## config.mk

```make
export PLATFORM = sky130hd
export DESIGN_NAME = state_variable_filter_cascade_core
export DESIGN_NICKNAME = d
export VERILOG_FILES = /design/src/sv/svfc_pkg.sv /design/src/sv/state_variable_filter_cascade_core.sv /design/src/sv/svfc_serial_mul.sv
export SDC_FILE = /design/constraint.sdc
export NUM_CORES = 1
export LEC_CHECK = 0
export ABC_CLOCK_PERIOD_IN_PS = 5700
export BUFFER_PORTS_ARGS = -buffer_cell sky130_fd_sc_hd__buf_2
export CAP_MARGIN = 40
export CORE_MARGIN = 2
export CORE_UTILIZATION = 58
export CTS_CLUSTER_DIAMETER = 150
export CTS_CLUSTER_SIZE = 40
export DETAILED_ROUTE_END_ITERATION = 7
export HOLD_SLACK_MARGIN = 0.05
export PLACE_DENSITY = 0.77
export SLEW_MARGIN = 0
export SYNTH_ARGS = -nofsm -noshare
export SYNTH_HDL_FRONTEND = slang
export SYNTH_HIERARCHICAL = 1
export SYNTH_SLANG_ARGS = --single-unit
export TNS_END_PERCENT = 10
```

## constraint.sdc

```tcl
create_clock -name aclk -period 5.7 [get_ports aclk]
set_input_delay 0.855 -clock aclk [delete_from_list [all_inputs] [get_ports aclk]]
set_output_delay 0.855 -clock aclk [all_outputs]
set_load 0.005 [all_outputs]
```

## src/sv/svfc_pkg.sv

```systemverilog
`timescale 1ns / 1ps

package svfc_pkg;

    // Fixed internal word: signed 32 bits, sample fraction bits
    localparam int ACC_W  = 32;
    localparam int COEF_W = 16;
    localparam int PROD_W = ACC_W + COEF_W;

    // Configuration register indexes
    typedef enum logic [2:0] {
        REG_MODE    = 3'd0,
        REG_STAGES  = 3'd1,
        REG_CUTOFF  = 3'd2,
        REG_DAMPING = 3'd3,
        REG_GAIN    = 3'd4
    } reg_index_t;

    // Response codes
    typedef enum logic [2:0] {
        MODE_LP     = 3'd0,
        MODE_HP     = 3'd1,
        MODE_BP     = 3'd2,
        MODE_NOTCH  = 3'd3,
        MODE_EQ     = 3'd4,
        MODE_BYPASS = 3'd5
    } mode_t;

    // Coefficient caps and reset values
    localparam logic [COEF_W-1:0] CUTOFF_CAP    = 16'd52429;
    localparam logic [COEF_W-1:0] DAMPING_CAP   = 16'd32768;
    localparam logic [COEF_W-1:0] CUTOFF_RESET  = 16'd45875;
    localparam logic [COEF_W-1:0] DAMPING_RESET = 16'd24543;
    localparam logic [COEF_W-1:0] GAIN_RESET    = 16'd4096;

    // Rounding shift that follows a product
    typedef enum logic [1:0] {
        SH_12 = 2'd0,
        SH_14 = 2'd1,
        SH_16 = 2'd2
    } shift_t;

    // Multiplier request from the sequencer
    typedef struct packed {
        logic   start;
        shift_t shift;
    } mul_req_t;

    // States of the stage sequencer
    typedef enum logic [3:0] {
        ST_IDLE,
        ST_START,
        ST_W_DAMP,
        ST_HP_SUB,
        ST_W_HP,
        ST_W_BP,
        ST_W_GAIN,
        ST_RESP,
        ST_FIN
    } state_t;

    // Saturating 32-bit add
    function automatic logic signed [ACC_W-1:0] sat_add32(
        input logic signed [ACC_W-1:0] a,
        input logic signed [ACC_W-1:0] b
    );
        logic signed [ACC_W:0] s;
        s = 33'(a) + 33'(b);
        if (s > 33'sd2147483647) begin
            return 32'sh7FFFFFFF;
        end else if (s < -33'sd2147483648) begin
            return 32'sh80000000;
        end
        return s[ACC_W-1:0];
    endfunction

    // Saturating 32-bit subtract
    function automatic logic signed [ACC_W-1:0] sat_sub32(
        input logic signed [ACC_W-1:0] a,
        input logic signed [ACC_W-1:0] b
    );
        logic signed [ACC_W:0] s;
        s = 33'(a) - 33'(b);
        if (s > 33'sd2147483647) begin
            return 32'sh7FFFFFFF;
        end else if (s < -33'sd2147483648) begin
            return 32'sh80000000;
        end
        return s[ACC_W-1:0];
    endfunction

endpackage

```

## src/sv/state_variable_filter_cascade_core.sv

```systemverilog
`timescale 1ns / 1ps
// Cascaded state-variable filter, one bit-serial multiplier shared by all products.
// The products are made one after another by the shift-add multiplier (3 products per
// stage, 4 in eq mode); bypass skips the multiplier.
// A new sample is taken only when idle; the next sample is taken while a result waits.
// Reset (aresetn low, synchronous): configuration registers to defaults, filter memories to zero.
module state_variable_filter_cascade_core
    import svfc_pkg::*;
#(
    parameter int MAX_STAGES   = 2,
    parameter int SAMPLE_WIDTH = 24
) (
    input  logic                           aclk,
    input  logic                           aresetn,
    input  logic                           cfg_wr_en,
    input  logic [2:0]                     cfg_index,
    input  logic [COEF_W-1:0]              cfg_wr_data,
    input  logic                           s_valid,
    output logic                           s_ready,
    input  logic signed [SAMPLE_WIDTH-1:0] s_sample_in,
    output logic                           m_valid,
    input  logic                           m_ready,
    output logic signed [SAMPLE_WIDTH-1:0] m_sample_out
);

    localparam int STG_W = (MAX_STAGES > 1) ? $clog2(MAX_STAGES) : 1;
    localparam logic [2:0] MAX_ST = 3'(MAX_STAGES);
    localparam longint SMP_MAX_L = (64'sd1 <<< (SAMPLE_WIDTH - 1)) - 64'sd1;
    localparam logic signed [ACC_W-1:0] SMP_MAX = SMP_MAX_L[ACC_W-1:0];
    localparam logic signed [ACC_W-1:0] SMP_MIN = -SMP_MAX - 32'sd1;

    // Configuration registers
    logic [2:0]        mode_reg;
    logic [1:0]        stage_count_reg;
    logic [COEF_W-1:0] cutoff_reg;
    logic [COEF_W-1:0] damping_reg;
    logic [COEF_W-1:0] gain_reg;

    always_ff @(posedge aclk) begin
        if (!aresetn) begin
            mode_reg        <= MODE_LP;
            stage_count_reg <= 2'd1;
            cutoff_reg      <= CUTOFF_RESET;
            damping_reg     <= DAMPING_RESET;
            gain_reg        <= GAIN_RESET;
        end else if (cfg_wr_en) begin
            case (cfg_index)
                REG_MODE:    mode_reg        <= cfg_wr_data[2:0];
                REG_STAGES:  stage_count_reg <= cfg_wr_data[1:0];
                REG_CUTOFF:  cutoff_reg      <= cfg_wr_data;
                REG_DAMPING: damping_reg     <= cfg_wr_data;
                REG_GAIN:    gain_reg        <= cfg_wr_data;
                default: ;
            endcase
        end
    end

    // Effective settings: bad mode or stage count runs one lowpass stage (bypass follows mode_reg)
    logic              cfg_bad;
    logic [2:0]        mode_eff;
    logic [2:0]        run_stages;
    logic [COEF_W-1:0] fc;
    logic [COEF_W-1:0] dm;

    always_comb begin
        cfg_bad    = (mode_reg > MODE_BYPASS) || (stage_count_reg == 2'd0) ||
                     ({1'b0, stage_count_reg} > MAX_ST);
        mode_eff   = cfg_bad ? MODE_LP : mode_reg;
        run_stages = cfg_bad ? 3'd1 : {1'b0, stage_count_reg};
        fc         = (cutoff_reg > CUTOFF_CAP) ? CUTOFF_CAP : cutoff_reg;
        dm         = (damping_reg > DAMPING_CAP) ? DAMPING_CAP : damping_reg;
    end

    // Sequencer and datapath registers
    state_t                  state_reg, state_next;
    logic [2:0]              stage_reg, stage_next;
    logic signed [ACC_W-1:0] x_reg, x_next;
    logic signed [ACC_W-1:0] t_reg, t_next;
    logic signed [ACC_W-1:0] hp_reg, hp_next;
    logic signed [ACC_W-1:0] bp_reg, bp_next;
    logic signed [ACC_W-1:0] lp_reg, lp_next;
    logic signed [ACC_W-1:0] y_reg, y_next;
    logic                    m_valid_reg, m_valid_next;
    logic signed [SAMPLE_WIDTH-1:0] m_sample_reg, m_sample_next;

    logic signed [ACC_W-1:0] band_mem_reg [MAX_STAGES];
    logic signed [ACC_W-1:0] low_mem_reg  [MAX_STAGES];
    logic                    mem_we;

    logic [STG_W-1:0]        stg_idx;
    logic signed [ACC_W-1:0] bm;
    logic signed [ACC_W-1:0] lm;

    // Shared multiplier
    mul_req_t                mul_req;
    logic signed [ACC_W-1:0] mul_a;
    logic [COEF_W-1:0]       mul_c;
    logic                    mul_done;
    logic signed [ACC_W-1:0] mul_res;

    svfc_serial_mul u_mul (
        .aclk    (aclk),
        .aresetn (aresetn),
        .req     (mul_req),
        .op_a    (mul_a),
        .op_c    (mul_c),
        .done    (mul_done),
        .result  (mul_res)
    );

    assign stg_idx = stage_reg[STG_W-1:0];
    assign bm      = band_mem_reg[stg_idx];
    assign lm      = low_mem_reg[stg_idx];

    logic signed [ACC_W-1:0] hp_comb;
    logic signed [ACC_W-1:0] bp_comb;
    logic signed [ACC_W-1:0] lp_comb;
    logic signed [ACC_W-1:0] hl_sum;
    logic signed [ACC_W-1:0] resp;
    logic                    out_free;

    always_comb begin
        hp_comb  = sat_sub32(x_reg, t_reg);
        bp_comb  = sat_add32(mul_res, bm);
        lp_comb  = sat_add32(mul_res, lm);
        hl_sum   = sat_add32(hp_reg, lp_reg);
        out_free = !m_valid_reg || m_ready;
        case (mode_eff)
            MODE_HP:    resp = hp_reg;
            MODE_BP:    resp = bp_reg;
            MODE_NOTCH: resp = hl_sum;
            MODE_EQ:    resp = sat_add32(hl_sum, t_reg);
            default:    resp = lp_reg;
        endcase
    end

    // Next state and datapath control
    always_comb begin
        state_next    = state_reg;
        stage_next    = stage_reg;
        x_next        = x_reg;
        t_next        = t_reg;
        hp_next       = hp_reg;
        bp_next       = bp_reg;
        lp_next       = lp_reg;
        y_next        = y_reg;
        m_sample_next = m_sample_reg;
        m_valid_next  = m_valid_reg && !m_ready;
        mem_we        = 1'b0;
        mul_req.start = 1'b0;
        mul_req.shift = SH_16;
        mul_a         = bm;
        mul_c         = fc;
        s_ready       = (state_reg == ST_IDLE);

        case (state_reg)
            ST_IDLE: begin
                if (s_valid) begin
                    x_next = 32'(s_sample_in);
                    y_next = 32'(s_sample_in);
                    stage_next = 3'd0;
                    state_next = (mode_reg == MODE_BYPASS) ? ST_FIN : ST_START;
                end
            end
            // band memory times damping
            ST_START: begin
                mul_req.start = 1'b1;
                mul_req.shift = SH_14;
                mul_a         = bm;
                mul_c         = dm;
                state_next    = ST_W_DAMP;
            end
            ST_W_DAMP: begin
                if (mul_done) begin
                    t_next     = sat_add32(mul_res, lm);
                    state_next = ST_HP_SUB;
                end
            end
            // highpass, then highpass times cutoff
            ST_HP_SUB: begin
                hp_next       = hp_comb;
                mul_req.start = 1'b1;
                mul_req.shift = SH_16;
                mul_a         = hp_comb;
                mul_c         = fc;
                state_next    = ST_W_HP;
            end
            // bandpass, then bandpass times cutoff
            ST_W_HP: begin
                if (mul_done) begin
                    bp_next       = bp_comb;
                    mul_req.start = 1'b1;
                    mul_req.shift = SH_16;
                    mul_a         = bp_comb;
                    mul_c         = fc;
                    state_next    = ST_W_BP;
                end
            end
            // lowpass and memory update; eq needs the band gain product
            ST_W_BP: begin
                if (mul_done) begin
                    lp_next = lp_comb;
                    mem_we  = 1'b1;
                    if (mode_eff == MODE_EQ) begin
                        mul_req.start = 1'b1;
                        mul_req.shift = SH_12;
                        mul_a         = bp_reg;
                        mul_c         = gain_reg;
                        state_next    = ST_W_GAIN;
                    end else begin
                        state_next = ST_RESP;
                    end
                end
            end
            ST_W_GAIN: begin
                if (mul_done) begin
                    t_next     = mul_res;
                    state_next = ST_RESP;
                end
            end
            // stage response feeds the next stage or the output
            ST_RESP: begin
                if (stage_reg + 3'd1 < run_stages) begin
                    x_next     = resp;
                    stage_next = stage_reg + 3'd1;
                    state_next = ST_START;
                end else begin
                    y_next     = resp;
                    stage_next = 3'd0;
                    state_next = ST_FIN;
                end
            end
            // saturate to sample width into the output register
            ST_FIN: begin
                if (out_free) begin
                    if (y_reg > SMP_MAX) begin
                        m_sample_next = SMP_MAX[SAMPLE_WIDTH-1:0];
                    end else if (y_reg < SMP_MIN) begin
                        m_sample_next = SMP_MIN[SAMPLE_WIDTH-1:0];
                    end else begin
                        m_sample_next = y_reg[SAMPLE_WIDTH-1:0];
                    end
                    m_valid_next = 1'b1;
                    state_next   = ST_IDLE;
                end
            end
            default: begin
                state_next = ST_IDLE;
            end
        endcase
    end

    always_ff @(posedge aclk) begin
        if (!aresetn) begin
            state_reg   <= ST_IDLE;
            stage_reg   <= '0;
            m_valid_reg <= 1'b0;
        end else begin
            state_reg   <= state_next;
            stage_reg   <= stage_next;
            m_valid_reg <= m_valid_next;
        end
        x_reg        <= x_next;
        t_reg        <= t_next;
        hp_reg       <= hp_next;
        bp_reg       <= bp_next;
        lp_reg       <= lp_next;
        y_reg        <= y_next;
        m_sample_reg <= m_sample_next;
    end

    // Per-stage filter memories
    always_ff @(posedge aclk) begin
        if (!aresetn) begin
            for (int i = 0; i < MAX_STAGES; i++) begin
                band_mem_reg[i] <= '0;
                low_mem_reg[i]  <= '0;
            end
        end else if (mem_we) begin
            band_mem_reg[stg_idx] <= bp_reg;
            low_mem_reg[stg_idx]  <= lp_comb;
        end
    end

    assign m_valid      = m_valid_reg;
    assign m_sample_out = m_sample_reg;

endmodule

```

## src/sv/svfc_serial_mul.sv

```systemverilog
`timescale 1ns / 1ps

// Bit-serial signed x unsigned multiplier, one coefficient bit per cycle,
// MSB first, followed by one round/saturate step. Result pulses done.
module svfc_serial_mul
    import svfc_pkg::*;
(
    input  logic                     aclk,
    input  logic                     aresetn,
    input  mul_req_t                 req,
    input  logic signed [ACC_W-1:0]  op_a,
    input  logic [COEF_W-1:0]        op_c,
    output logic                     done,
    output logic signed [ACC_W-1:0]  result
);

    logic                     busy_reg, busy_next;
    logic                     rnd_reg, rnd_next;
    logic                     done_reg, done_next;
    logic [3:0]               cnt_reg, cnt_next;
    logic signed [PROD_W-1:0] acc_reg, acc_next;
    logic signed [ACC_W-1:0]  a_reg, a_next;
    logic [COEF_W-1:0]        c_reg, c_next;
    shift_t                   sh_reg, sh_next;
    logic signed [ACC_W-1:0]  res_reg, res_next;

    logic signed [PROD_W-1:0] rsum;
    logic signed [PROD_W-1:0] rshift;
    logic signed [ACC_W-1:0]  rsat;

    // Round half up, floor shift, saturate to 32 bits
    always_comb begin
        case (sh_reg)
            SH_12: begin
                rsum   = acc_reg + 48'sd2048;
                rshift = rsum >>> 12;
            end
            SH_14: begin
                rsum   = acc_reg + 48'sd8192;
                rshift = rsum >>> 14;
            end
            default: begin
                rsum   = acc_reg + 48'sd32768;
                rshift = rsum >>> 16;
            end
        endcase
        if (rshift > 48'sd2147483647) begin
            rsat = 32'sh7FFFFFFF;
        end else if (rshift < -48'sd2147483648) begin
            rsat = 32'sh80000000;
        end else begin
            rsat = rshift[ACC_W-1:0];
        end
    end

    // Shift-add sequence
    always_comb begin
        busy_next = busy_reg;
        rnd_next  = rnd_reg;
        done_next = 1'b0;
        cnt_next  = cnt_reg;
        acc_next  = acc_reg;
        a_next    = a_reg;
        c_next    = c_reg;
        sh_next   = sh_reg;
        res_next  = res_reg;
        if (busy_reg) begin
            acc_next = (acc_reg <<< 1) + (c_reg[COEF_W-1] ? 48'(a_reg) : 48'sd0);
            c_next   = c_reg << 1;
            cnt_next = cnt_reg + 4'd1;
            if (cnt_reg == 4'd15) begin
                busy_next = 1'b0;
                rnd_next  = 1'b1;
            end
        end else if (rnd_reg) begin
            res_next  = rsat;
            done_next = 1'b1;
            rnd_next  = 1'b0;
        end else if (req.start) begin
            busy_next = 1'b1;
            cnt_next  = 4'd0;
            acc_next  = '0;
            a_next    = op_a;
            c_next    = op_c;
            sh_next   = req.shift;
        end
    end

    always_ff @(posedge aclk) begin
        if (!aresetn) begin
            busy_reg <= 1'b0;
            rnd_reg  <= 1'b0;
            done_reg <= 1'b0;
            cnt_reg  <= '0;
        end else begin
            busy_reg <= busy_next;
            rnd_reg  <= rnd_next;
            done_reg <= done_next;
            cnt_reg  <= cnt_next;
        end
        acc_reg <= acc_next;
        a_reg   <= a_next;
        c_reg   <= c_next;
        sh_reg  <= sh_next;
        res_reg <= res_next;
    end

    assign done   = done_reg;
    assign result = res_reg;

endmodule
```

==> results of run 1 <==
==> power by group through the flow <==
stage	Clock, mW	Sequential [mW]	Combinational (mW)
CTS	1.80	5.46	5.00
global placement	0	5.56	4.84
floorplan	0	5.21	3.79
global route	1.89	5.52	5.70
detailed placement	0	5.54	4.95
finish	1.78	5.48	5.26
==> area by class of cell <==
type                       count  area, um^2  share of cell area [%]
antenna                        1        2.50                 0.00611
clock buffer                  22         444                    1.08
clock inverter                 1        20.0                  0.0489
inverter                     142         533                    1.30
multi-input combinational   3125       21200                    51.8
sequential                   543       15600                    38.1
tap                          855        1070                    2.61
timing repair buffer         275        2080                    5.07
==> stage by stage <==
step / power, mW / hold slack [ns] / util (%) / cell area (um^2)
after floorplan: 9.00 / 0.435 / - / 37900
after detailed placement: 10.5 / 0.458 / 61.9 / 39900
after global routing: 13.1 / 0.500 / 63.6 / 41000
final: 12.5 / 0.480 / 63.6 / 41000
after CTS: 12.3 / 0.477 / 62.7 / 40400
after global placement: 10.4 / 0.452 / 61.8 / 39800
==> kinds of logic (layout without fill, tap and decap cells) <==
kind of cell    count (synthesis)  in the layout
flops                         543            543
simple gates                 1278           1278
xor+xnor                      267            267
mux                            89             89
other cells                     0              1
fa+ha+maj                     255            255
buf+inv                       362            440
compound gates               1236           1236
==> metal layers <==
metal / global-route usage, % / share of wire, % / vias up
li1: - / - / 15000
met1: 50.1 / 40 / 15700
met2: 54.7 / 43 / 1852
met3: 7.10 / 11 / 298
met4: 17.0 / 5.7 / 2
met5: 0 / 0.010 / -
==> final timing paths <==
kind,from,end,slack (ns),cells after the start
max,lp_reg[3],y_reg[14],-0.08,24
min,gain_reg[7],gain_reg[7],0.48,2
max reg2reg,lp_reg[3],y_reg[14],-0.08,24
min reg2reg,gain_reg[7],gain_reg[7],0.48,2
==> layout by cell type (no fill, tap or decap), types with 49 or more instances in the layout <==
master	count
nand3_1	97
buf_4	185
ha_1	205
buf_2	73
a31oi_1	54
xnor2_1	155
and2_1	127
a21o_1	93
o21a_1	49
mux2_2	67
edfxtp_1	473
inv_1	137
nor2_1	322
nand2_1	402
o21ai_0	204
a21oi_1	359
xor2_1	111
nand4_1	52
dfxtp_1	68
==> worst max-delay path, cell delays in order, from the launching register on <==
cell and delay [ns]:
edfxtp_1 0.44, ha_1 0.32, o211ai_1 0.11, o211ai_1 0.45, nand3_2 0.20, a21oi_4 0.28
nor4b_4 0.08, o21ai_1 0.15, buf_4 0.14, xnor2_4 0.10, buf_4 0.22, maj3_1 0.35
ha_1 0.30, a21o_1 0.18, a21o_1 0.21, a211oi_2 0.30, a41oi_4 0.08, a211o_1 0.40
a211oi_4 0.35, or3_4 0.20, o211ai_4 0.08, buf_12 0.16, buf_12 0.14, o21ai_4 0.14
a31oi_2 0.12
==> timing repair <==
action,CTS,global route
pin swaps,6,37
gates cloned,0,4
gates resized for setup,21,98
hold buffers,0,0
setup endpoints to repair,62,64
buffers inserted,1,7
endpoints found under the hold margin,0,0
==> flow_metrics.py, run 1 <==
metrics = {
    "flow_run": {
        "max_cap_violations": 0,
    },
    "sta": {
        "worst_slack_ns": -0.0817,
        "setup_tns_ns": -2.71,
        "min_period_ns": 5.78,
        "timing.final.crit_share_pct": 101,
        "clock_skew_ns": 0.0340,
        "rsz0062_at_grt": "yes",
        "hold_violations": 0,
        "slew_violations": 0,
        "fmax_mhz": 173,
        "tightest_slew_ns": 0.896,
        "finalSetupViolations": 62,
        "slew_headroom_pct": 40.3,
    },
    "status": {
        "outcome": "complete, but fails checks",
        "violations": "negative setup slack",
    },
    "synth": {
        "synthXorXnorAreaFrac_pct": 6.20,
        "yosysWarnings": 6,
        "synthFlopType": "edfxtp_1",
        "synth_area_um2": 37900,
        "synth_cell_types": 119,
        "synth_mux_area_share_pct": 2.61,
        "synth.area.top_cells": "edfxtp_1, ha_1, a21oi_1",
        "synthTopCellsByCount": "edfxtp_1, nand2_1, a21oi_1",
        "synthMostInstantiatedCell": "edfxtp_1",
        "synthCells": 4030,
        "yosys.area_share.adder_pct": 8.32,
        "synth.avg_cell_area_um2": 9.39,
        "synth_top_area_cell": "edfxtp_1",
        "synth-async-reset-ratio_pct": 0,
        "syn_nets": 4297,
        "synth-seq-area-share_pct": 41.2,
        "synth_top_family_by_area": "compound AO/OA/AOI/OAI gates",
        "synthSimpleGateAreaFrac_pct": 16.2,
        "synth_enable_flop_cells": 473,
        "synthDominantCellAreaShare_pct": 37.5,
        "synth_compound_area_share_pct": 21.4,
        "ys_seq_elements": 543,
    },
    "die": {
        "die_y_um": 259,
        "die-width_um": 259,
        "placementRows": 93,
        "die_area_um2": 67300,
        "core_um2": 64500,
        "ios": 74,
        "initial_utilization_pct": 58.7,
    },
    "placement": {
        "dpl.hpwl_mm": 94.9,
        "routabilityCongestion": 1.05,
        "portBuffers": 73,
        "dp_cells": 4928,
        "post-place-ws_ns": -0.227,
    },
    "clock_network": {
        "cts_buffer_depth": 3,
        "tritoncts": "built",
        "clk_latency_ns": 0.60,
        "cts_buffers": 17,
        "cts.clk_slew.worst_paths_ns": 0.15,
        "cts-root-buf": "clkbuf_16",
        "cts.sinks": 543,
        "cts_max_level": 1,
    },
    "detailed_routing": {
        "dr_total_vias": 32900,
        "post_drt_wl_per_cell_um": 25.1,
        "drc": 0,
        "dr.pass1.iters": 8,
        "avgViaCountPerCell": 6.63,
        "totalWireLength_mm": 125,
        "dr.first_iter.drc_count": 4483,
        "postRouteAntennaNets": 0,
    },
    "pwr": {
        "p_comb_share_pct": 42.0,
        "p_leak_nw": 15.7,
        "power.density_nw_per_um2": 305,
        "swShare_pct": 39.6,
        "clockPowerShare_pct": 14.2,
        "pwr-share-seq_pct": 43.8,
        "power.switching_mw": 4.95,
        "internal-power_mw": 7.56,
        "peakVddDrop_mv": 0.263,
    },
    "global_route": {
        "grt_pass1_wl_mm": 186,
        "grt_pass1_vias": 30500,
        "grt_usage_pct": 36.2,
        "grt-ovfl-total": 0,
        "grt_start_max_net_pins": 68,
        "antenna_found_initial": 2,
    },
    "final_layout": {
        "area_growth_pct": 8.24,
        "fill_cells": 5486,
        "drive_gt1_share_pct": 12.7,
        "fin_nets": 4371,
        "final_cells": 4964,
    },
    "hold_path": {
        "min_path_type": "reg2reg",
    },
    "setup_path": {
        "worst-path-max-fanout": 12,
        "crit_required_ns": 6.02,
        "crit_type": "reg2reg",
        "critPathArrivalTime_ns": 6.10,
        "startpoint_type": "flop",
        "critPathCaptureType": "flop",
    },
}
(Power assumes the default switching activity.)
==> run 2: changes to the inputs <==
Settings changed: BUFFER_PORTS_ARGS -buffer_cell sky130_fd_sc_hd__buf_2 to not set, CORE_UTILIZATION 58 to 59, DONT_BUFFER_PORTS set to 1, PLACE_DENSITY 0.77 to 0.78, SLEW_MARGIN 0 to 15.
==> run 2 against run 1 <==
Effect of this change: the flow still finishes with violations (negative setup slack); critical endpoint is now y_reg[1]; clock-buffer cell count unchanged; die area down 1.7%; cell count decreased by 0.93%.
==> flow_metrics.py, run 2 (synthesis results as in run 1) <==
metrics = {
    "status": {
        "outcome": "complete, but fails checks",
        "violations": "negative setup slack",
    },
    "sta": {
        "timing.final.crit_share_pct": 102,
        "clock_skew_ns": 0.0318,
        "slew_headroom_pct": 34.7,
        "worst_slack_ns": -0.111,
        "worst_hold_slack_ns": 0.335,
        "finalSetupViolations": 49,
        "slew_violations": 0,
        "tightest_slew_ns": 0.979,
        "hold_violations": 0,
        "min_period_ns": 5.81,
        "fmax_mhz": 172,
        "rsz0062_at_grt": "yes",
    },
    "placement": {
        "dpl.hpwl_mm": 93.8,
        "routabilityCongestion": 1.06,
        "portBuffers": 0,
        "dpl_cell_area_um2": 39600,
    },
    "detailed_routing": {
        "dr.first_iter.drc_count": 4576,
        "drc": 0,
        "dr_total_vias": 33000,
        "postRouteAntennaNets": 0,
        "avgViaCountPerCell": 6.71,
        "totalWireLength_mm": 125,
        "post_drt_wl_per_cell_um": 25.3,
        "dr.pass1.iters": 7,
    },
    "global_route": {
        "grt-ovfl-total": 0,
        "grt_usage_pct": 36.0,
        "grt_pass1_wl_mm": 183,
        "grt_start_max_net_pins": 70,
        "grt_pass1_vias": 30100,
        "antenna_found_initial": 7,
    },
    "die": {
        "core_um2": 63300,
        "initial_utilization_pct": 59.8,
        "die_area_um2": 66200,
        "placementRows": 92,
        "die_y_um": 257,
        "die-width_um": 257,
        "ios": 74,
    },
    "final_layout": {
        "area_growth_pct": 8.51,
        "layout_common_cells": "edfxtp_1, nand2_1, a21oi_1",
        "finish.instance_area_um2": 41100,
        "fill_cells": 5155,
        "finish.utilization_pct": 64.9,
        "drive_gt1_share_pct": 12.8,
        "final_common_cell": "edfxtp_1",
        "fin_nets": 4330,
    },
    "clock_network": {
        "tritoncts": "built",
        "clk_latency_ns": 0.60,
        "cts.sinks": 543,
        "cts.clk_slew.worst_paths_ns": 0.15,
        "cts-root-buf": "clkbuf_16",
        "cts_buffers": 17,
        "cts_max_level": 1,
        "cts_buffer_depth": 3,
    },
    "setup_path": {
        "reg2reg_to": "y_reg[1]",
        "critPathCaptureType": "flop",
        "crit_required_ns": 6.03,
        "worst-path-max-fanout": 6,
        "crit-reg2reg-launch": "hp_reg[1]",
        "reg2regPathDepth": 26,
        "critPathArrivalTime_ns": 6.14,
        "endpoint": "y_reg[1]",
        "r2r_slack_ns": -0.11,
        "crit_path_start": "hp_reg[1]",
        "crit_type": "reg2reg",
        "startpoint_type": "flop",
    },
    "pwr": {
        "p_leak_nw": 15.6,
        "power.switching_mw": 4.96,
        "clockPowerShare_pct": 14.2,
        "internal-power_mw": 7.59,
        "power.density_nw_per_um2": 305,
        "peakVddDrop_mv": 0.328,
        "pwr-share-seq_pct": 43.6,
        "p_total_mw": 12.5,
        "p_comb_share_pct": 42.1,
        "swShare_pct": 39.5,
    },
    "hold_path": {
        "min_path_type": "in2reg",
    },
    "flow_run": {
        "max_cap_violations": 0,
    },
}
==> run 2: final cells by class <==
class / count / area [um^2] / share of cell area, %
Timing Repair Buffer: 234 / 1950 / 4.74
Clock inverter: 1 / 20.0 / 0.0487
Antenna cell: 5 / 12.5 / 0.0305
Clock buffer: 22 / 444 / 1.08
Sequential cell: 543 / 15600 / 38.0
Inverter: 142 / 533 / 1.30
Tap cell: 846 / 1060 / 2.58
Multi-Input combinational cell: 3125 / 21500 / 52.2
==> run 2: worst min-delay path by stage <==
stage	from	to	cells after the start
2_1_floorplan	cutoff_reg[0]	cutoff_reg[0]	2
3_3_place_gp	gain_reg[12]	gain_reg[12]	2
3_5_place_dp	gain_reg[14]	gain_reg[14]	2
4_1_cts	aresetn	damping_reg[4]	1
5_1_grt	aresetn	damping_reg[4]	1
6_report	aresetn	cutoff_reg[5]	1
==> run 2: through the flow <==
step,setup TNS (ns),cells,worst slack [ns]
2_1_floorplan,-4.56,4030,-0.150
3_3_place_gp,-4.04,4846,-0.103
3_5_place_dp,-17.52,4858,-0.339
4_1_cts,-0.0265,4895,-0.0124
5_1_grt,-14.51,4914,-0.289
6_report,-1.66,4918,-0.111
==> run 2: power groups by stage <==
stage | registers (mW) | logic [mW] | clock network, mW
global route | 5.51 | 5.74 | 1.89
floorplan | 5.21 | 3.79 | 0
CTS | 5.47 | 5.03 | 1.78
detailed placement | 5.55 | 4.93 | 0
finish | 5.47 | 5.29 | 1.79
global placement | 5.57 | 4.77 | 0
==> run 2: worst max-delay path, stage by stage, from the launching register on <==
cell and delay (ns):
edfxtp_1 0.46, buf_4 0.16, buf_4 0.12, buf_4 0.12, inv_1 0.06, fa_2 0.19
nand2b_4 0.12, a21o_1 0.20, a21oi_2 0.09, nand4bb_4 0.30, a21oi_2 0.22, o21ai_4 0.11
buf_6 0.14, buf_4 0.14, maj3_1 0.35, ha_1 0.31, a21o_1 0.18, a21o_1 0.22
a21oi_2 0.16, a41oi_2 0.22, a211o_1 0.38, a211oi_4 0.30, buf_12 0.15, mux2i_1 0.19
o21ai_0 0.17, o211ai_1 0.26, a31oi_2 0.19
==> run 2: per-layer routing <==
layer | GRT usage, % | vias to the layer above | share of wire (%)
li1 | - | 15000 | -
met1 | 48.3 | 15600 | 38
met2 | 53.5 | 2013 | 42
met3 | 8.03 | 408 | 12
met4 | 21.1 | 4 | 7.3
met5 | 0 | - | 0.017
==> run 2: what timing repair did <==
action,4_1_cts,5_1_grt
resized for setup,46,122
endpoints found under the setup margin,64,64
cloned,2,3
hold buffers,0,0
setup buffers,12,15
pin swaps,22,74
